$ cat config.mk
export PLATFORM = sky130hd
export DESIGN_NAME = mfoc_cosine
export DESIGN_NICKNAME = d
export VERILOG_FILES = /design/src/mfoc_pkg.sv /design/src/mfoc_cosine.sv
export SDC_FILE = /design/constraint.sdc
export NUM_CORES = 2
export LEC_CHECK = 0
export BUFFER_PORTS_ARGS = -buffer_cell sky130_fd_sc_hd__buf_2
export CAP_MARGIN = 20
export CELL_PAD_IN_SITES_DETAIL_PLACEMENT = 1
export CELL_PAD_IN_SITES_GLOBAL_PLACEMENT = 1
export CORE_AREA = 2 2 379 418
export DETAILED_ROUTE_END_ITERATION = 10
export DIE_AREA = 0 0 381 420
export MAX_ROUTING_LAYER = met4
export PLACE_DENSITY_LB_ADDON = 0.25
export SETUP_SLACK_MARGIN = 0.5
export SLEW_MARGIN = 20
export SYNTH_ARGS = -nofsm -noshare
export SYNTH_HDL_FRONTEND = slang
export SYNTH_SLANG_ARGS = --single-unit
export TNS_END_PERCENT = 30
$ cat constraint.sdc
create_clock -name clock -period 26.9 [get_ports clock]
set_clock_uncertainty 0.1 [all_clocks]
set_input_delay 1.345 -clock clock [delete_from_list [all_inputs] [get_ports clock]]
set_output_delay 1.345 -clock clock [all_outputs]
set_load 0.01 [all_outputs]
$ cat src/mfoc_pkg.sv
`timescale 1ns / 1ps
// ----------------------------------------------------------------------------
// mfoc_pkg
// Types and constants shared by the face orthogonality check block.
// ----------------------------------------------------------------------------
package mfoc_pkg;

   localparam int NUM_BINS        = 9;
   localparam int BIN_BITS        = 4;
   localparam int FACE_COUNT_BITS = 24;
   localparam int CNT_BITS        = 25;
   localparam int SUM_BITS        = 40;
   localparam int COS_BITS        = 16;
   localparam int CSR_IDX_BITS    = 4;

   // result kinds
   localparam logic [1:0] KIND_FACE  = 2'd0;
   localparam logic [1:0] KIND_BIN   = 2'd1;
   localparam logic [1:0] KIND_TOTAL = 2'd2;

   // face classes
   localparam logic [1:0] CLASS_OK     = 2'd0;
   localparam logic [1:0] CLASS_SEVERE = 2'd1;
   localparam logic [1:0] CLASS_ERROR  = 2'd2;

   // register indexes
   localparam logic [CSR_IDX_BITS-1:0] CSR_SEVERE_THR = 4'd0;
   localparam logic [CSR_IDX_BITS-1:0] CSR_ERROR_LVL  = 4'd1;

   localparam logic signed [COS_BITS-1:0] SEVERE_THR_RESET = 16'sd11207;
   localparam logic signed [COS_BITS-1:0] ERROR_LVL_RESET  = 16'sd0;
   localparam logic signed [COS_BITS-1:0] COS_MAX          = 16'sd32767;

   // bin edges: cos(10 i degrees) in Q1.15, cos 0 held at full scale
   localparam logic signed [COS_BITS-1:0] BIN_EDGE [0:18] = '{
      16'sd32767, 16'sd32270, 16'sd30792, 16'sd28378, 16'sd25102, 16'sd21063,
      16'sd16384, 16'sd11207, 16'sd5690, 16'sd0, -16'sd5690, -16'sd11207,
      -16'sd16384, -16'sd21063, -16'sd25102, -16'sd28378, -16'sd30792,
      -16'sd32270, -16'sd32768
   };

   typedef struct packed {
      logic signed [31:0] owner_x;
      logic signed [31:0] owner_y;
      logic signed [31:0] owner_z;
      logic signed [31:0] neighbour_x;
      logic signed [31:0] neighbour_y;
      logic signed [31:0] neighbour_z;
      logic signed [31:0] area_x;
      logic signed [31:0] area_y;
      logic signed [31:0] area_z;
      logic               last_face;
   } mfoc_req_type;

   typedef struct packed {
      logic [1:0]                 result_kind;
      logic [FACE_COUNT_BITS-1:0] item_index;
      logic signed [COS_BITS-1:0] cosine;
      logic [BIN_BITS-1:0]        bin_number;
      logic [1:0]                 face_class;
      logic [CNT_BITS-1:0]        count;
      logic signed [COS_BITS-1:0] min_cosine;
      logic signed [SUM_BITS-1:0] sum_cosine;
      logic [CNT_BITS-1:0]        severe_count;
      logic [CNT_BITS-1:0]        error_count;
      logic                       any_error;
      logic                       last_result;
   } mfoc_rsp_type;

   typedef struct packed {
      logic [CNT_BITS-1:0]        face_count;
      logic signed [COS_BITS-1:0] min_cosine;
      logic signed [SUM_BITS-1:0] sum_cosine;
      logic [CNT_BITS-1:0]        severe_count;
      logic [CNT_BITS-1:0]        error_count;
   } mfoc_totals_type;

endpackage

$ cat src/mfoc_cosine.sv
`timescale 1ns / 1ps
// ----------------------------------------------------------------------------
// mfoc_cosine
// Sequenced cosine unit: scale, shared multiplier, square root and divide.
// ----------------------------------------------------------------------------
module mfoc_cosine
   import mfoc_pkg::*;
(
   input  logic                       clock,
   input  logic                       reset,
   input  logic                       start,
   input  mfoc_req_type               req,
   output logic                       done,
   output logic signed [COS_BITS-1:0] cosine
);

   localparam logic [3:0] C_IDLE  = 4'd0;
   localparam logic [3:0] C_MAX   = 4'd1;
   localparam logic [3:0] C_SCALE = 4'd2;
   localparam logic [3:0] C_MUL   = 4'd3;
   localparam logic [3:0] C_ACC   = 4'd4;
   localparam logic [3:0] C_SQRT  = 4'd5;
   localparam logic [3:0] C_DEN   = 4'd6;
   localparam logic [3:0] C_DIVI  = 4'd7;
   localparam logic [3:0] C_DIV   = 4'd8;
   localparam logic [3:0] C_DONE  = 4'd9;

   localparam logic [43:0] SQRT_TOP = 44'h400_0000_0000;

   logic [3:0]         state_ff, state_in;
   logic signed [33:0] dv_ff [3], dv_in [3];
   logic signed [33:0] sv_ff [3], sv_in [3];
   logic [32:0]        md_ff, md_in, ms_ff, ms_in;
   logic [1:0]         phase_ff, phase_in, lane_ff, lane_in;
   logic signed [43:0] prod_ff, prod_in;
   logic signed [43:0] dot_ff, dot_in;
   logic [43:0]        dd_ff, dd_in, ss_ff, ss_in;
   logic [43:0]        x_ff, x_in, r_ff, r_in, bit_ff, bit_in;
   logic               which_ff, which_in;
   logic [20:0]        rd_ff, rd_in, rs_ff, rs_in;
   logic [59:0]        rem_ff, rem_in, dsh_ff, dsh_in;
   logic [17:0]        q_ff, q_in;
   logic [4:0]         dcnt_ff, dcnt_in;
   logic signed [COS_BITS-1:0] cos_ff, cos_in;

   logic signed [21:0] mul_a, mul_b;
   logic signed [43:0] mul_p;
   logic [43:0]        sq_t;
   logic [32:0]        abs_d [3], abs_s [3];
   logic [42:0]        dot_abs;
   logic [17:0]        q_next;
   logic [59:0]        rem_sub;

   function automatic logic [32:0] abs34(input logic signed [33:0] v);
      logic signed [33:0] n;
      n = -v;
      return v[33] ? n[32:0] : v[32:0];
   endfunction

   function automatic logic [32:0] max3(input logic [32:0] a, input logic [32:0] b,
                                         input logic [32:0] c);
      logic [32:0] m;
      m = (a > b) ? a : b;
      return (c > m) ? c : m;
   endfunction

   // shared multiplier
   assign mul_p = mul_a * mul_b;

   always_comb begin
      mul_a = '0;
      mul_b = '0;
      if (state_ff == C_DEN) begin
         mul_a = {1'b0, rd_ff};
         mul_b = {1'b0, rs_ff};
      end else begin
         case (phase_ff)
            2'd0: begin
               mul_a = dv_ff[lane_ff][21:0];
               mul_b = sv_ff[lane_ff][21:0];
            end
            2'd1: begin
               mul_a = dv_ff[lane_ff][21:0];
               mul_b = dv_ff[lane_ff][21:0];
            end
            default: begin
               mul_a = sv_ff[lane_ff][21:0];
               mul_b = sv_ff[lane_ff][21:0];
            end
         endcase
      end
   end

   always_comb begin
      for (int i = 0; i < 3; i++) begin
         abs_d[i] = abs34(dv_ff[i]);
         abs_s[i] = abs34(sv_ff[i]);
      end
      sq_t    = r_ff + bit_ff;
      dot_abs = dot_ff[43] ? 43'(-dot_ff) : dot_ff[42:0];
      rem_sub = rem_ff - dsh_ff;
      q_next  = {q_ff[16:0], (rem_ff >= dsh_ff)};
   end

   // sequencer
   always_comb begin
      state_in = state_ff;
      dv_in    = dv_ff;
      sv_in    = sv_ff;
      md_in    = md_ff;
      ms_in    = ms_ff;
      phase_in = phase_ff;
      lane_in  = lane_ff;
      prod_in  = prod_ff;
      dot_in   = dot_ff;
      dd_in    = dd_ff;
      ss_in    = ss_ff;
      x_in     = x_ff;
      r_in     = r_ff;
      bit_in   = bit_ff;
      which_in = which_ff;
      rd_in    = rd_ff;
      rs_in    = rs_ff;
      rem_in   = rem_ff;
      dsh_in   = dsh_ff;
      q_in     = q_ff;
      dcnt_in  = dcnt_ff;
      cos_in   = cos_ff;
      unique case (state_ff)
         C_IDLE: begin
            if (start) begin
               dv_in[0] = 34'(req.neighbour_x) - 34'(req.owner_x);
               dv_in[1] = 34'(req.neighbour_y) - 34'(req.owner_y);
               dv_in[2] = 34'(req.neighbour_z) - 34'(req.owner_z);
               sv_in[0] = 34'(req.area_x);
               sv_in[1] = 34'(req.area_y);
               sv_in[2] = 34'(req.area_z);
               state_in = C_MAX;
            end
         end
         C_MAX: begin
            md_in = max3(abs_d[0], abs_d[1], abs_d[2]);
            ms_in = max3(abs_s[0], abs_s[1], abs_s[2]);
            if (md_in == '0 || ms_in == '0) begin
               cos_in   = '0;
               state_in = C_DONE;
            end else begin
               state_in = C_SCALE;
            end
         end
         C_SCALE: begin
            // walk each vector one bit a cycle into [2^19, 2^20)
            if (md_ff[32:20] != '0) begin
               md_in = md_ff >> 1;
               for (int i = 0; i < 3; i++) dv_in[i] = dv_ff[i] >>> 1;
            end else if (!md_ff[19]) begin
               md_in = md_ff << 1;
               for (int i = 0; i < 3; i++) dv_in[i] = dv_ff[i] <<< 1;
            end
            if (ms_ff[32:20] != '0) begin
               ms_in = ms_ff >> 1;
               for (int i = 0; i < 3; i++) sv_in[i] = sv_ff[i] >>> 1;
            end else if (!ms_ff[19]) begin
               ms_in = ms_ff << 1;
               for (int i = 0; i < 3; i++) sv_in[i] = sv_ff[i] <<< 1;
            end
            if (md_ff[32:20] == '0 && md_ff[19] && ms_ff[32:20] == '0 && ms_ff[19]) begin
               phase_in = 2'd0;
               lane_in  = 2'd0;
               dot_in   = '0;
               dd_in    = '0;
               ss_in    = '0;
               state_in = C_MUL;
            end
         end
         C_MUL: begin
            prod_in  = mul_p;
            state_in = C_ACC;
         end
         C_ACC: begin
            case (phase_ff)
               2'd0:    dot_in = dot_ff + prod_ff;
               2'd1:    dd_in  = dd_ff + $unsigned(prod_ff);
               default: ss_in  = ss_ff + $unsigned(prod_ff);
            endcase
            state_in = C_MUL;
            if (lane_ff == 2'd2) begin
               lane_in  = 2'd0;
               phase_in = phase_ff + 2'd1;
               if (phase_ff == 2'd2) begin
                  x_in     = dd_ff;
                  r_in     = '0;
                  bit_in   = SQRT_TOP;
                  which_in = 1'b0;
                  state_in = C_SQRT;
               end
            end else begin
               lane_in = lane_ff + 2'd1;
            end
         end
         C_SQRT: begin
            // one digit of the square root per cycle
            if (x_ff >= sq_t) begin
               x_in = x_ff - sq_t;
               r_in = (r_ff >> 1) + bit_ff;
            end else begin
               r_in = r_ff >> 1;
            end
            bit_in = bit_ff >> 2;
            if (bit_ff == 44'd1) begin
               if (!which_ff) begin
                  rd_in    = r_in[20:0];
                  x_in     = ss_ff;
                  r_in     = '0;
                  bit_in   = SQRT_TOP;
                  which_in = 1'b1;
               end else begin
                  rs_in    = r_in[20:0];
                  state_in = C_DEN;
               end
            end
         end
         C_DEN: begin
            prod_in  = mul_p;
            state_in = C_DIVI;
         end
         C_DIVI: begin
            if (prod_ff == '0) begin
               cos_in   = '0;
               state_in = C_DONE;
            end else begin
               rem_in   = {2'b0, dot_abs, 15'b0} + 60'(prod_ff[42:1]);
               dsh_in   = {1'b0, prod_ff[41:0], 17'b0};
               q_in     = '0;
               dcnt_in  = '0;
               state_in = C_DIV;
            end
         end
         C_DIV: begin
            // restoring divide, one quotient bit per cycle
            if (rem_ff >= dsh_ff) rem_in = rem_sub;
            dsh_in  = dsh_ff >> 1;
            q_in    = q_next;
            dcnt_in = dcnt_ff + 5'd1;
            if (dcnt_ff == 5'd17) begin
               if (dot_ff[43]) begin
                  cos_in = (q_next >= 18'd32768) ? -16'sd32768 : 16'(~q_next[15:0] + 16'd1);
               end else begin
                  cos_in = (q_next >= 18'd32767) ? COS_MAX : $signed(q_next[15:0]);
               end
               state_in = C_DONE;
            end
         end
         C_DONE: begin
            state_in = C_IDLE;
         end
         default: state_in = C_IDLE;
      endcase
   end

   always_ff @(posedge clock) begin
      if (reset) begin
         state_ff <= C_IDLE;
      end else begin
         state_ff <= state_in;
      end
   end

   always_ff @(posedge clock) begin
      dv_ff    <= dv_in;
      sv_ff    <= sv_in;
      md_ff    <= md_in;
      ms_ff    <= ms_in;
      phase_ff <= phase_in;
      lane_ff  <= lane_in;
      prod_ff  <= prod_in;
      dot_ff   <= dot_in;
      dd_ff    <= dd_in;
      ss_ff    <= ss_in;
      x_ff     <= x_in;
      r_ff     <= r_in;
      bit_ff   <= bit_in;
      which_ff <= which_in;
      rd_ff    <= rd_in;
      rs_ff    <= rs_in;
      rem_ff   <= rem_in;
      dsh_ff   <= dsh_in;
      q_ff     <= q_in;
      dcnt_ff  <= dcnt_in;
      cos_ff   <= cos_in;
   end

   assign done   = (state_ff == C_DONE);
   assign cosine = cos_ff;

endmodule

==> flow_metrics.env <==
export IMPL_status="finished clean"
export IMPL_cp_slowest_cell="a21o_1"
export IMPL_synth_edf_count=760
export IMPL_critPathMaxFanout=48
export IMPL_fin_crit_sh=0.438
export IMPL_via_per_inst=6.37
export IMPL_placed_cells=11577
export IMPL_dp_hpwl_mm=230
export IMPL_gp_congestion=0.978
export IMPL_ios=309
export IMPL_tightest_slew_ns=1.26
export IMPL_finalSetupViolCount=0
export IMPL_rows=152
export IMPL_synth_simple_gate_area_share=0.176
export IMPL_hp_class="reg2reg"
export IMPL_grtUsageTotal=0.381
export IMPL_rrSetupSlack_ns=15.13
export IMPL_post_drt_wl_per_cell_um=25.6
export IMPL_end_kind="flip-flop"
export IMPL_r2r_end="prod_ff[42]"
export IMPL_wl_mm=301
export IMPL_synthFlopType="edfxtp_1"
export IMPL_reg2reg_depth=34
export IMPL_syn_nets=11034
export IMPL_required_ns=27.30
export IMPL_rr_startpoint="lane_ff[0]"
export IMPL_whs_path_depth=2
export IMPL_worst_setup_path_type="reg2reg"
export IMPL_final_cell_area_um2=90200
export IMPL_slew_headroom=0.163
export IMPL_clkLatencyLatePin_ns=0.75
export IMPL_antenna_found_initial=18
export IMPL_synth_seq_area_share=0.274
export IMPL_rsz0062_at_grt="false"
export IMPL_cts_resized=0
export IMPL_first_pass_iters=6
export IMPL_cts_hold_buffers=0
export IMPL_ys_warn_count=0
export IMPL_syn_to_final_growth_pct=7.98
export IMPL_syn_avg_cell_area_um2=8.75
export IMPL_worstSetupStartpointType="flip-flop"
export IMPL_synthXorXnorAreaFrac=0.0682
export IMPL_crit_path_frequent_cell="fa_1"
export IMPL_hold_path_end="ms_ff[20]"
export IMPL_arrival_ns=12.17
export IMPL_grt_pass1_wl_mm=461
export IMPL_synthAdderAreaFrac=0.224
export IMPL_n_fill_cell=18288
export IMPL_max_cap_viol_count=0
export IMPL_ctsRootBufferMaster="clkbuf_16"
export IMPL_cts_buffers=92
export IMPL_drt_iter0_drc=6091
export IMPL_port_buffers=307
export IMPL_drc=0
export IMPL_post_cts_setup_buffers=0
export IMPL_initial_core_util=0.537
export IMPL_async_flop_share=0
export IMPL_dieArea_um2=160000
export IMPL_die_width_um=381
export IMPL_placed_area_um2=86900
export IMPL_nets=11078
export IMPL_routed_via_count=74997
export IMPL_synth_distinct_cells=92
export IMPL_clock_fmax_mhz=84.9
export IMPL_period_needed_ns=11.77
export IMPL_max_stage_delay_ns=0.76
export IMPL_finalSetupTns_ns=0
export IMPL_cts_sinks=764
export IMPL_netlist_instances=9549
export IMPL_synth_compound_area_share=0.174
export IMPL_drv_slew=0
export IMPL_synth_top_family_by_area="adder cells"
export IMPL_die_h_um=420
export IMPL_grt_max_degree=155
export IMPL_fin_cells=11769
export IMPL_cts_buffer_depth=3
export IMPL_cts_tree="yes"
export IMPL_min_from="ms_ff[21]"
export IMPL_ant_nets=0
export IMPL_grt_pass1_vias=79065
export IMPL_ys_ff_latch=764
export IMPL_hold_viol=0
export IMPL_overflow=0
export IMPL_clk_pin_slew_ns=0.06
export IMPL_synth_cell_area_um2=83500
export IMPL_core_um2=156000
export IMPL_drive_gt1_frac=0.0718
export IMPL_cts_max_level=3
export IMPL_synthMuxAreaShare=0.0268
## routing by layer
| layer | routed length [um] | vias up | GRT usage |
|---|---|---|---|
| met1 | 116000 | 37583 | 0.446 |
| met4 | 17600 | 0 | 0.199 |
| li1 | - | 33770 | - |
| met5 | 0 | - | - |
| met3 | 21200 | 833 | 0.0569 |
| met2 | 146000 | 2811 | 0.637 |
## layout by cell type (no fill, tap or decap), types with 138 or more instances in the layout
cell type / count
a21o_1: 226
a21oi_1: 588
a31oi_1: 178
buf_2: 307
edfxtp_1: 760
fa_1: 510
ha_1: 682
inv_1: 792
mux2i_1: 211
nand2_1: 1217
nand2b_1: 147
nand3_1: 138
nor2_1: 669
o21ai_0: 706
xnor2_1: 377
xor2_1: 274
## area by class of cell
cell class / count / area, um2 / share of cell area
antenna: 17 / 42.5 / 0.000472
multi-input combinational: 7521 / 56000 / 0.621
clock inverter: 70 / 835 / 0.00925
tap: 2079 / 2600 / 0.0288
sequential: 764 / 22900 / 0.254
clock buffer: 104 / 2410 / 0.0267
timing repair buffer: 419 / 2390 / 0.0265
inverter: 795 / 2980 / 0.0331
## sequential cells by signal (all words and copies together), names as in the netlist, 21 cells and up
register / flops
dv_ff: 102
sv_ff: 102
rem_ff: 60
dsh_ff: 59
dd_ff: 44
dot_ff: 44
prod_ff: 44
r_ff: 44
ss_ff: 44
x_ff: 44
md_ff: 33
ms_ff: 33
bit_ff: 22
rd_ff: 21
rs_ff: 21
## worst max-delay path: cells and delay by family, from the launching register on
family	cells	cell delay, ns
adders and majority gates	8	3.97
DFF	1	0.37
buffers and inverters	7	1.09
xor gates and xnor gates	1	0.24
and+or+nand+nor	7	2.05
AOI/OAI and AO/OA	10	3.51
muxes	1	0.15
## through the flow
step	utilization	hold slack [ns]	worst slack, ns
after CTS	0.579	0.460	15.35
final	0.580	0.461	15.13
after global placement	0.559	0.434	15.85
after detailed placement	0.559	0.446	15.39
after global routing	0.580	0.490	14.82
after floorplan	-	0.411	16.38
## logic make-up (layout without fill, tap and decap cells)
kind of cell               after synthesis  count (layout)
other                                    0              17
buffers and inverters                 1264            1388
muxes                                  222             222
DFF                                    764             764
and+or+nand+nor                       3106            3106
adders and majority gates             1193            1193
xor gates and xnor gates               651             651
AOI/OAI and AO/OA                     2349            2349
## synthesized netlist by cell type, drive strengths merged, types with 39 or more instances
| cell | n | area [um2] |
|---|---|---|
| nand2 | 1221 | 4580 |
| inv | 792 | 2970 |
| edfxtp | 760 | 22800 |
| o21ai | 736 | 3680 |
| ha | 683 | 8550 |
| nor2 | 675 | 2530 |
| a21oi | 591 | 2960 |
| fa | 510 | 10200 |
| clkbuf | 407 | 1530 |
| xnor2 | 377 | 3300 |
| xor2 | 274 | 2400 |
| a21o | 227 | 1710 |
| mux2i | 211 | 2110 |
| a31oi | 178 | 1110 |
| nand2b | 149 | 932 |
| nor3 | 139 | 701 |
| nand3 | 138 | 691 |
| nor2b | 109 | 682 |
| or3 | 104 | 651 |
| and2 | 101 | 632 |
| and3 | 98 | 613 |
| o31ai | 96 | 731 |
| nand4 | 93 | 582 |
| a211oi | 90 | 676 |
| nor4 | 77 | 516 |
| o21a | 73 | 548 |
| buf | 62 | 270 |
| or4 | 60 | 465 |
| o21bai | 51 | 383 |
| nor3b | 42 | 315 |
| or2 | 40 | 250 |
| o41ai | 39 | 368 |
## worst max-delay path by stage
stage | to | slack, ns | start | depth (start not counted)
after global routing | prod_ff[42] | 14.82 | lane_ff[0] | 34
after floorplan | rem_ff[0] | 16.38 | state_ff[2] | 7
after CTS | prod_ff[42] | 15.35 | lane_ff[0] | 34
after detailed placement | prod_ff[42] | 15.39 | lane_ff[0] | 34
final | prod_ff[42] | 15.13 | lane_ff[0] | 34
after global placement | prod_ff[42] | 15.85 | lane_ff[0] | 34
Power is not shown: default switching activity piles up to over one toggle a cycle in this logic, so the estimate is an artifact.
