$ cat src/mfoc_pkg.sv
`timescale 1ns / 1ps
// ----------------------------------------------------------------------------
// mfoc_pkg
// Types and constants shared by the face orthogonality check block.
// ----------------------------------------------------------------------------
package mfoc_pkg;

   localparam int NUM_BINS        = 9;
   localparam int BIN_BITS        = 4;
   localparam int FACE_COUNT_BITS = 24;
   localparam int CNT_BITS        = 25;
   localparam int SUM_BITS        = 40;
   localparam int COS_BITS        = 16;
   localparam int CSR_IDX_BITS    = 4;

   // result kinds
   localparam logic [1:0] KIND_FACE  = 2'd0;
   localparam logic [1:0] KIND_BIN   = 2'd1;
   localparam logic [1:0] KIND_TOTAL = 2'd2;

   // face classes
   localparam logic [1:0] CLASS_OK     = 2'd0;
   localparam logic [1:0] CLASS_SEVERE = 2'd1;
   localparam logic [1:0] CLASS_ERROR  = 2'd2;

   // register indexes
   localparam logic [CSR_IDX_BITS-1:0] CSR_SEVERE_THR = 4'd0;
   localparam logic [CSR_IDX_BITS-1:0] CSR_ERROR_LVL  = 4'd1;

   localparam logic signed [COS_BITS-1:0] SEVERE_THR_RESET = 16'sd11207;
   localparam logic signed [COS_BITS-1:0] ERROR_LVL_RESET  = 16'sd0;
   localparam logic signed [COS_BITS-1:0] COS_MAX          = 16'sd32767;

   // bin edges: cos(10 i degrees) in Q1.15, cos 0 held at full scale
   localparam logic signed [COS_BITS-1:0] BIN_EDGE [0:18] = '{
      16'sd32767, 16'sd32270, 16'sd30792, 16'sd28378, 16'sd25102, 16'sd21063,
      16'sd16384, 16'sd11207, 16'sd5690, 16'sd0, -16'sd5690, -16'sd11207,
      -16'sd16384, -16'sd21063, -16'sd25102, -16'sd28378, -16'sd30792,
      -16'sd32270, -16'sd32768
   };

   typedef struct packed {
      logic signed [31:0] owner_x;
      logic signed [31:0] owner_y;
      logic signed [31:0] owner_z;
      logic signed [31:0] neighbour_x;
      logic signed [31:0] neighbour_y;
      logic signed [31:0] neighbour_z;
      logic signed [31:0] area_x;
      logic signed [31:0] area_y;
      logic signed [31:0] area_z;
      logic               last_face;
   } mfoc_req_type;

   typedef struct packed {
      logic [1:0]                 result_kind;
      logic [FACE_COUNT_BITS-1:0] item_index;
      logic signed [COS_BITS-1:0] cosine;
      logic [BIN_BITS-1:0]        bin_number;
      logic [1:0]                 face_class;
      logic [CNT_BITS-1:0]        count;
      logic signed [COS_BITS-1:0] min_cosine;
      logic signed [SUM_BITS-1:0] sum_cosine;
      logic [CNT_BITS-1:0]        severe_count;
      logic [CNT_BITS-1:0]        error_count;
      logic                       any_error;
      logic                       last_result;
   } mfoc_rsp_type;

   typedef struct packed {
      logic [CNT_BITS-1:0]        face_count;
      logic signed [COS_BITS-1:0] min_cosine;
      logic signed [SUM_BITS-1:0] sum_cosine;
      logic [CNT_BITS-1:0]        severe_count;
      logic [CNT_BITS-1:0]        error_count;
   } mfoc_totals_type;

endpackage

$ cat src/mfoc_stats.sv
`timescale 1ns / 1ps
// ----------------------------------------------------------------------------
// mfoc_stats
// Binning, classing and running totals of face cosines.
// ----------------------------------------------------------------------------
module mfoc_stats
   import mfoc_pkg::*;
(
   input  logic                       clock,
   input  logic                       reset,
   input  logic                       update,
   input  logic                       clear,
   input  logic signed [COS_BITS-1:0] cosine,
   input  logic signed [COS_BITS-1:0] severe_thr,
   input  logic signed [COS_BITS-1:0] error_lvl,
   input  logic [BIN_BITS-1:0]        rd_index,
   output logic [BIN_BITS-1:0]        face_bin,
   output logic [1:0]                 face_class,
   output logic [FACE_COUNT_BITS-1:0] face_no,
   output logic [CNT_BITS-1:0]        rd_count,
   output mfoc_totals_type            totals
);

   logic [CNT_BITS-1:0]        bin_ff [NUM_BINS];
   logic signed [COS_BITS-1:0] min_ff;
   logic signed [SUM_BITS-1:0] sum_ff;
   logic [CNT_BITS-1:0]        sev_ff, err_ff, face_ff;
   logic                       found;

   // first bin whose edges hold the cosine
   always_comb begin
      face_bin = BIN_BITS'(NUM_BINS);
      found    = 1'b0;
      for (int i = 0; i < NUM_BINS && i < 18; i++) begin
         if (!found && BIN_EDGE[i+1] <= cosine && cosine <= BIN_EDGE[i]) begin
            face_bin = BIN_BITS'(i);
            found    = 1'b1;
         end
      end
   end

   always_comb begin
      if (cosine >= severe_thr)     face_class = CLASS_OK;
      else if (cosine > error_lvl) face_class = CLASS_SEVERE;
      else                         face_class = CLASS_ERROR;
   end

   assign face_no  = face_ff[FACE_COUNT_BITS-1:0];
   assign rd_count = (rd_index < BIN_BITS'(NUM_BINS)) ? bin_ff[rd_index] : '0;
   assign totals   = '{face_count: face_ff, min_cosine: min_ff, sum_cosine: sum_ff,
                       severe_count: sev_ff, error_count: err_ff};

   // accumulate on each face, drop everything after the mesh totals
   always_ff @(posedge clock) begin
      if (reset || clear) begin
         for (int i = 0; i < NUM_BINS; i++) bin_ff[i] <= '0;
         min_ff  <= COS_MAX;
         sum_ff  <= '0;
         sev_ff  <= '0;
         err_ff  <= '0;
         face_ff <= '0;
      end else if (update) begin
         if (found) bin_ff[face_bin] <= bin_ff[face_bin] + 1'b1;
         if (face_class == CLASS_SEVERE) sev_ff <= sev_ff + 1'b1;
         if (face_class == CLASS_ERROR)  err_ff <= err_ff + 1'b1;
         if (cosine < min_ff) min_ff <= cosine;
         sum_ff  <= sum_ff + SUM_BITS'(cosine);
         face_ff <= face_ff + 1'b1;
      end
   end

endmodule

$ cat config.mk
export PLATFORM = sky130hd
export DESIGN_NAME = mfoc_stats
export DESIGN_NICKNAME = d
export VERILOG_FILES = /design/src/mfoc_pkg.sv /design/src/mfoc_stats.sv
export SDC_FILE = /design/constraint.sdc
export NUM_CORES = 1
export LEC_CHECK = 0
export ABC_AREA = 1
export BUFFER_PORTS_ARGS = -buffer_cell sky130_fd_sc_hd__buf_2
export CELL_PAD_IN_SITES_DETAIL_PLACEMENT = 2
export CELL_PAD_IN_SITES_GLOBAL_PLACEMENT = 2
export CORE_MARGIN = 5
export CORE_UTILIZATION = 35
export DETAILED_ROUTE_END_ITERATION = 10
export GPL_ROUTABILITY_DRIVEN = 0
export PLACE_DENSITY_LB_ADDON = 0.12
export SETUP_SLACK_MARGIN = 0.05
export SLEW_MARGIN = 5
export SYNTH_ARGS = -nofsm -noshare
export SYNTH_HDL_FRONTEND = slang
export SYNTH_SLANG_ARGS = --single-unit
$ cat constraint.sdc
create_clock -name clock -period 4.45 [get_ports clock]
set_input_delay 0.445 -clock clock [delete_from_list [all_inputs] [get_ports clock]]
set_output_delay 0.445 -clock clock [all_outputs]
set_load 0.03 [all_outputs]
==> results of run 1 <==
[kinds of logic after synthesis]
logic type / after synthesis / share of synthesized area, %
xor+xnor: 64 / 2.37
mux: 5 / 0.183
simple gates: 1734 / 27.4
fa+ha+maj: 91 / 4.19
flops: 431 / 42.5
other cells: 1 / 0.0137
compound gates: 642 / 12.6
buf+inv: 707 / 10.7
[power breakdown]
group,leakage [nW],switching (mW),internal [mW]
Combinational,9.51,1.87,0.716
Sequential,4.30,0.107,4.57
Clock,0.821,1.81,2.55
[worst reg2reg max path, stage by stage (launching register included)]
cell      delay (ps)
dfxtp_1          360
ha_1             240
inv_1            100
fa_1             410
o21ai_0          190
buf_4            180
a21oi_1          140
inv_1            120
a211oi_1         100
o21ai_0          550
nand3_1          190
nand2_1          180
nand2_1           80
nand2_1          100
a21oi_1          100
or2_2            280
nand3_1           70
o211ai_1          90
inv_1             80
[metrics by stage]
| stage | total power, mW | hold WS (ps) | utilization, % | std cells | worst slack, ps |
|---|---|---|---|---|---|
| 2_1_floorplan | 6.37 | 588 | - | 3749 | 820 |
| 4_1_cts | 11.8 | 213 | 40.9 | 5013 | 775 |
| 5_1_grt | 12.2 | 240 | 40.9 | 5013 | 454 |
| 3_3_place_gp | 7.25 | 453 | 38.8 | 4924 | 239 |
| 3_5_place_dp | 7.33 | 468 | 38.8 | 4924 | 139 |
| 6_report | 11.6 | 242 | 40.9 | 5013 | 722 |
[cell usage after synthesis (all sizes together) (26+ instances only)]
cell / count / share of area, %
clkbuf: 110 / 1.5
buf: 94 / 2.2
nand2: 915 / 13
inv: 490 / 6.7
dfxtp: 131 / 9.6
nor3: 80 / 1.5
a21oi: 301 / 5.5
nor2: 461 / 6.7
o211ai: 27 / 0.74
ha: 90 / 4.1
xor2: 33 / 1.1
xnor2: 31 / 1.2
nand3: 84 / 1.7
nand4: 152 / 3.8
edfxtp: 300 / 33
nor4: 26 / 0.59
o21ai: 239 / 4.4
[final timing paths]
| check | startpoint | end | cells after the start |
|---|---|---|---|
| min | cosine[2] | min_ff[2] | 3 |
| max reg2reg | sum_ff[0] | sum_ff[34] | 18 |
| min reg2reg | sum_ff[39] | sum_ff[39] | 2 |
| max | cosine[9] | bin_ff[4][23] | 22 |
[routing by layer]
layer	global-route usage [%]	routed length [um]	vias up	share of wire, %
met5	0	0	-	0
met4	8.31	3880	0	3.4
met3	3.78	5010	211	4.4
met2	48.6	56800	611	50
met1	32.9	48400	13550	42
li1	-	-	12563	-
[layout make-up]
| class | instances | area, sq um |
|---|---|---|
| repair buffers | 339 | 2110 |
| inverters | 503 | 1890 |
| clock inverters | 27 | 289 |
| fillers | 9204 | 45800 |
| clock buffers | 62 | 1390 |
| well taps | 1040 | 1300 |
| multi-input cells | 2611 | 13100 |
| flip-flops and latches | 431 | 11600 |
[flip-flops by register name, indices dropped and copies added (netlist names)]
| name | cells |
|---|---|
| bin_ff | 300 |
| sum_ff | 40 |
| err_ff | 25 |
| face_ff | 25 |
| sev_ff | 25 |
| min_ff | 16 |
==> results_tabular.tex, run 1 <==
\begin{tabular}{lr}
\hline
Metric & Value \\
\hline
\multicolumn{2}{l}{\textbf{Yosys}} \\
Synthesized area & 27300 sq um \\
Share of synthesized area occupied by flip-flops and latches & a little over two fifths \\
\#FFs+latches synth & 431 \\
Synthesis warning total & 0 \\
Unique masters post-synth & 57 \\
Number of synthesized flops with an enable pin & 300 \\
Share of synthesized flip-flops with an asynchronous set or reset & 0\% \\
Primary FF master, synth & edfxtp\_1 \\
Count of mapped cells out of synthesis & 3675 \\
Mean instance size in the synthesized netlist & 7.44 sq um \\
\multicolumn{2}{l}{\textbf{Critical path}} \\
Worst stage delay on the critical path & 310 ps \\
Setup slack on the worst flop-to-flop path & around 840 ps \\
Crit path top cell by count & nand2\_1 \\
Type of destination of the critical path & flip-flop \\
Category of cells accounting for the largest share of critical-path delay & simple AND/OR/NAND/NOR gates \\
Class of the most critical setup path & input pin to flip-flop \\
Data arrival time of the worst path & 4050 ps \\
Crit path buf inv count & 4 \\
Crit-path cells & buf\_2 -> inv\_2 -> nor2\_1 -> nand2\_1 -> nor2\_1 -> nand2\_1 -> nand3\_1 -> nand2\_2 -> nand4\_4 -> buf\_4 -> buf\_12 -> o21ai\_0 -> nand2\_1 -> nand2\_1 -> nand2\_1 -> nand3\_1 -> nor2\_1 -> nand2\_1 -> nor2\_4 -> nand3\_1 -> nand2\_2 -> a21oi\_1 \\
Slowest stage cell, crit path & nor2\_1 \\
Maximum fanout along the worst path & 46 \\
Required time of the worst setup path & about 4800 ps \\
Kind of launch point of the worst setup path & input pin \\
\multicolumn{2}{l}{\textbf{Clock network}} \\
Clock buffer depth & 3 \\
Number of clock buffers inserted by TritonCTS & 53 \\
Number of hold buffers added after cts & 0 \\
Root cell of the clock tree & clkbuf\_16 \\
Post-CTS setup buffer count & 0 \\
Insertion delay to the later sink of the worst-skew pair & 620 ps \\
H-tree depth & 2 \\
Resized Gates After CTS & 0 \\
Clk sinks & approximately 430 \\
TritonCTS clock tree & built \\
Clock transition at path regs & 60 ps \\
\multicolumn{2}{l}{\textbf{Die}} \\
Area of the die & between 80000 and 90000 sq um \\
Number of core rows & 102 \\
Initial core utilization & 35.3\% \\
Die span in x & 289 um \\
Vertical die dimension & 289 um \\
Std-Cell Core Area & around 77000 sq um \\
Top Ports & 242 \\
\multicolumn{2}{l}{\textbf{Hold path}} \\
Path class of the lowest-slack min-delay path & input pin to flip-flop \\
\multicolumn{2}{l}{\textbf{Routing}} \\
Number of vias per cell after detailed routing & 5.37 \\
Number of search-and-repair iterations in the first detailed-routing pass & 4 \\
Post-DR wirelength/cell & 22.8 um \\
Post-Route WL & 114 mm \\
Vias & between 20000 and 30000 \\
DRT iter0 DRCs & 1360 \\
Count of unresolved DRC violations after routing & 0 \\
Post-route ant nets & 0 \\
\multicolumn{2}{l}{\textbf{Place}} \\
Detailed Place HPWL & 75.6 mm \\
Placed inst area & 30000 sq um \\
PortBufs & 241 \\
\multicolumn{2}{l}{\textbf{STA}} \\
Number of failing setup endpoints in the final timing report & 0 \\
RSZ-0062 raised after global routing & no \\
Slew headroom & 31.7\% \\
Clock Skew & 27.2 ps \\
Hold Violations, Final & 0 \\
Clock period minus final worst setup slack & $\sim$3700 ps \\
Max Fclk & 268 MHz \\
Setup TNS & 0 ps \\
Slew @ Worst Pin & 1020 ps \\
Final Max Tran Viols & 0 \\
Final worst path period share & 83.8\% \\
\multicolumn{2}{l}{\textbf{Global route}} \\
Total routing resource utilization after global routing & between 20\% and 30\% \\
Number of antenna violations at the first check in global routing & 1 \\
Vias in the first global route & between 20000 and 30000 \\
Global-route wire length before repair & approximately 170 mm \\
Pin count of the biggest net entering global routing & 81 \\
Remaining Overflow, GRT & 0 \\
\multicolumn{2}{l}{\textbf{Status}} \\
Result of the run & complete, no violations \\
\multicolumn{2}{l}{\textbf{Finish}} \\
Leading cell type in the layout, fill and taps excluded & nand2\_1 \\
Final cell area excluding filler cells & 31700 sq um \\
Leading cell types in the layout, fill and taps excluded & nand2\_1, inv\_1, nor2\_1, a21oi\_1, edfxtp\_1 \\
Count of inserted antenna diode cells & 0 \\
Net total in the final layout & 4086 \\
Ratio of cells with drive above 1 in the final layout & approximately 12\% \\
Synth-to-Final Area Change & 16.0\% \\
\multicolumn{2}{l}{\textbf{Pwr}} \\
Maximum VDD drop & 0.275 mV \\
Areal power density over the cells & approximately 370 nW/um\^{}2 \\
Leakage power & $\sim$15 nW \\
\multicolumn{2}{l}{\textbf{Flow run}} \\
Max Cap Violations & 0 \\
\hline
\end{tabular}
(Power assumes the default switching activity.)
==> inputs of run 2 (changes only) <==
==> constraint.sdc (replaced) <==
create_clock -name clock -period 3.7 [get_ports clock]
set_input_delay 0.37 -clock clock [delete_from_list [all_inputs] [get_ports clock]]
set_output_delay 0.37 -clock clock [all_outputs]
set_load 0.03 [all_outputs]
==> results_tabular.tex, run 2 (synthesis gave the netlist of run 1 again) <==
\begin{tabular}{lr}
\hline
Metric & Value \\
\hline
\multicolumn{2}{l}{\textbf{Clock network}} \\
Number of hold buffers added after cts & 0 (unchanged) \\
Clock buffer depth & 3 (unchanged) \\
H-tree depth & 2 (unchanged) \\
TritonCTS clock tree & built \\
Root cell of the clock tree & clkbuf\_16 \\
Clock transition at path regs & 60 ps (about the same) \\
Number of clock buffers inserted by TritonCTS & 54 (+1.9\%) \\
Insertion delay to the later sink of the worst-skew pair & 640 ps (+20 ps) \\
Clk sinks & 431 (unchanged) \\
\multicolumn{2}{l}{\textbf{Place}} \\
Detailed Place HPWL & 79.5 mm (+5.2\%) \\
Place WS & -544 ps (-682 ps) \\
Placed inst area & 31200 sq um (+3.9\%) \\
PortBufs & 241 (unchanged) \\
Cell total after placement & 5057 (+2.7\%) \\
\multicolumn{2}{l}{\textbf{Global route}} \\
Vias in the first global route & 29972 (+2.2\%) \\
Total routing resource utilization after global routing & 27.4\% (+0.58 points) \\
Remaining Overflow, GRT & 0 (unchanged) \\
Pin count of the biggest net entering global routing & 81 (unchanged) \\
Global-route wire length before repair & 177 mm (+1.8\%) \\
Number of antenna violations at the first check in global routing & 3 (+2) \\
\multicolumn{2}{l}{\textbf{Finish}} \\
Largest register FFs & 300 (unchanged) \\
Count of filler cells inserted in the layout & 9130 (-0.80\%) \\
Synth-to-Final Area Change & 20.6\% \\
Non-filler instance count after layout & 5161 (+3.0\%) \\
Register ranked first by flip-flop count & bin\_ff \\
Footprint of the multi-input gates & 13200 sq um (+0.83\%) \\
Leading cell type in the layout, fill and taps excluded & nand2\_1 \\
Largest registers in the final layout & bin\_ff x300, sum\_ff x40 \\
Ratio of cells with drive above 1 in the final layout & 15.5\% (+3.1 points) \\
Final cell area excluding filler cells & 33000 sq um (+4.0\%) \\
Net total in the final layout & 4226 (+3.4\%) \\
Leading cell types in the layout, fill and taps excluded & nand2\_1, inv\_1, nor2\_1, edfxtp\_1, a21oi\_1 \\
Utilization after layout & 42.6\% (+1.6 points) \\
Register Area & 11600 sq um (unchanged) \\
\multicolumn{2}{l}{\textbf{Die}} \\
Area of the die & 83800 sq um (unchanged) \\
Std-Cell Core Area & 77500 sq um (unchanged) \\
Top Ports & 242 (unchanged) \\
Vertical die dimension & 289 um (unchanged) \\
Number of core rows & 102 (unchanged) \\
Die span in x & 289 um (unchanged) \\
Initial core utilization & 35.3\% (unchanged) \\
\multicolumn{2}{l}{\textbf{Routing}} \\
Vias & 27635 (+2.6\%) \\
Post-route ant nets & 0 (unchanged) \\
Count of unresolved DRC violations after routing & 0 (unchanged) \\
DRT iter0 DRCs & 1611 (+18\%) \\
Post-Route WL & 118 mm (+3.3\%) \\
Number of search-and-repair iterations in the first detailed-routing pass & 5 (+1) \\
Post-DR wirelength/cell & 22.8 um (+0.38\%) \\
Number of vias per cell after detailed routing & 5.35 (-0.34\%) \\
\multicolumn{2}{l}{\textbf{STA}} \\
Number of failing setup endpoints in the final timing report & 0 (unchanged) \\
Setup TNS & 0 ps (unchanged) \\
Final worst path period share & approximately 94\% \\
Final Worst Setup Slack & 233 ps (-489 ps) \\
Max Fclk & 288 MHz \\
Final hold slack & 84.5 ps (-157 ps) \\
Clock period minus final worst setup slack & between 3000 and 4000 ps \\
Final Max Tran Viols & 0 (unchanged) \\
Clock Skew & 27.7 ps (+0.575 ps) \\
Hold Violations, Final & 0 (unchanged) \\
RSZ-0062 raised after global routing & yes \\
Slew @ Worst Pin & 1030 ps (+5.06 ps) \\
Slew headroom & 31.4\% (-0.34 points) \\
\multicolumn{2}{l}{\textbf{Status}} \\
Result of the run & complete, no violations \\
\multicolumn{2}{l}{\textbf{Pwr}} \\
Maximum VDD drop & 0.377 mV (+37\%) \\
Leakage power & 15.4 nW (+5.1\%) \\
Areal power density over the cells & 430 nW/um\^{}2 (+17\%) \\
PnR Total Power & 14.2 mW (+22\%) \\
\multicolumn{2}{l}{\textbf{Critical path}} \\
Required time of the worst setup path & 4050 ps (-720 ps) \\
Class of the most critical setup path & input pin to flip-flop \\
Maximum fanout along the worst path & 35 (-24\%) \\
Kind of launch point of the worst setup path & input pin \\
Data arrival time of the worst path & 3820 ps (-230 ps) \\
Type of destination of the critical path & flip-flop \\
\multicolumn{2}{l}{\textbf{Hold path}} \\
Path class of the lowest-slack min-delay path & input pin to flip-flop \\
\multicolumn{2}{l}{\textbf{Flow run}} \\
Max Cap Violations & 0 (unchanged) \\
\hline
\end{tabular}
## run 2: metal layers
layer,vias to the layer above,share of wire [%],GRT usage (%)
li1,12856,-,-
met1,13869,42,33.6
met2,701,50,49.5
met3,205,4.9,4.18
met4,4,3.2,8.32
met5,-,0.026,0
## run 2: final cells by class
class	instances	share of cell area (%)
Timing Repair Buffer	476	10.1
Sequential cell	431	35.3
Multi-Input combinational cell	2613	40.1
Inverter	503	5.74
Tap cell	1040	3.95
Clock inverter	26	0.474
Antenna cell	2	0.0152
Clock buffer	70	4.37
## run 2: path summary, 6_finish.rpt
| path | from | depth (start not counted) | slack (ps) | endpoint |
|---|---|---|---|---|
| max | cosine[15] | 26 | 230 | bin_ff[9][24] |
| max reg2reg | sum_ff[0] | 17 | 440 | sum_ff[34] |
| min reg2reg | sum_ff[39] | 2 | 480 | sum_ff[39] |
| min | cosine[2] | 3 | 80 | min_ff[2] |
## run 2: where the power goes
group | total [mW] | switching, mW | internal (mW)
Sequential | 5.62 | 0.128 | 5.49
Clock | 5.02 | 2.23 | 2.79
Combinational | 3.53 | 2.37 | 1.16
## run 2: worst max-delay path, stage by stage
cell and delay (ps):
buf_2 150, buf_4 180, inv_2 60, nand2_2 80, nor2_4 120, inv_2 40, nor2_1 90, nand2_1 80
nand3_2 100, nand2_2 80, inv_2 80, nand4_4 240, buf_12 270, nand2_1 80, nand2_1 50, nand2_1 50
nand2_1 50, nand2_1 60, nand3_1 260, nor2_1 280, nand2_1 110, nor2_1 130, buf_4 240, nand3_1 160
nand2_2 230, nand2_1 130
## run 2: timing repair
item / in CTS / in global routing
setup endpoints to repair: 0 / 214
buffers inserted: 0 / 2
resized for setup: 0 / 22
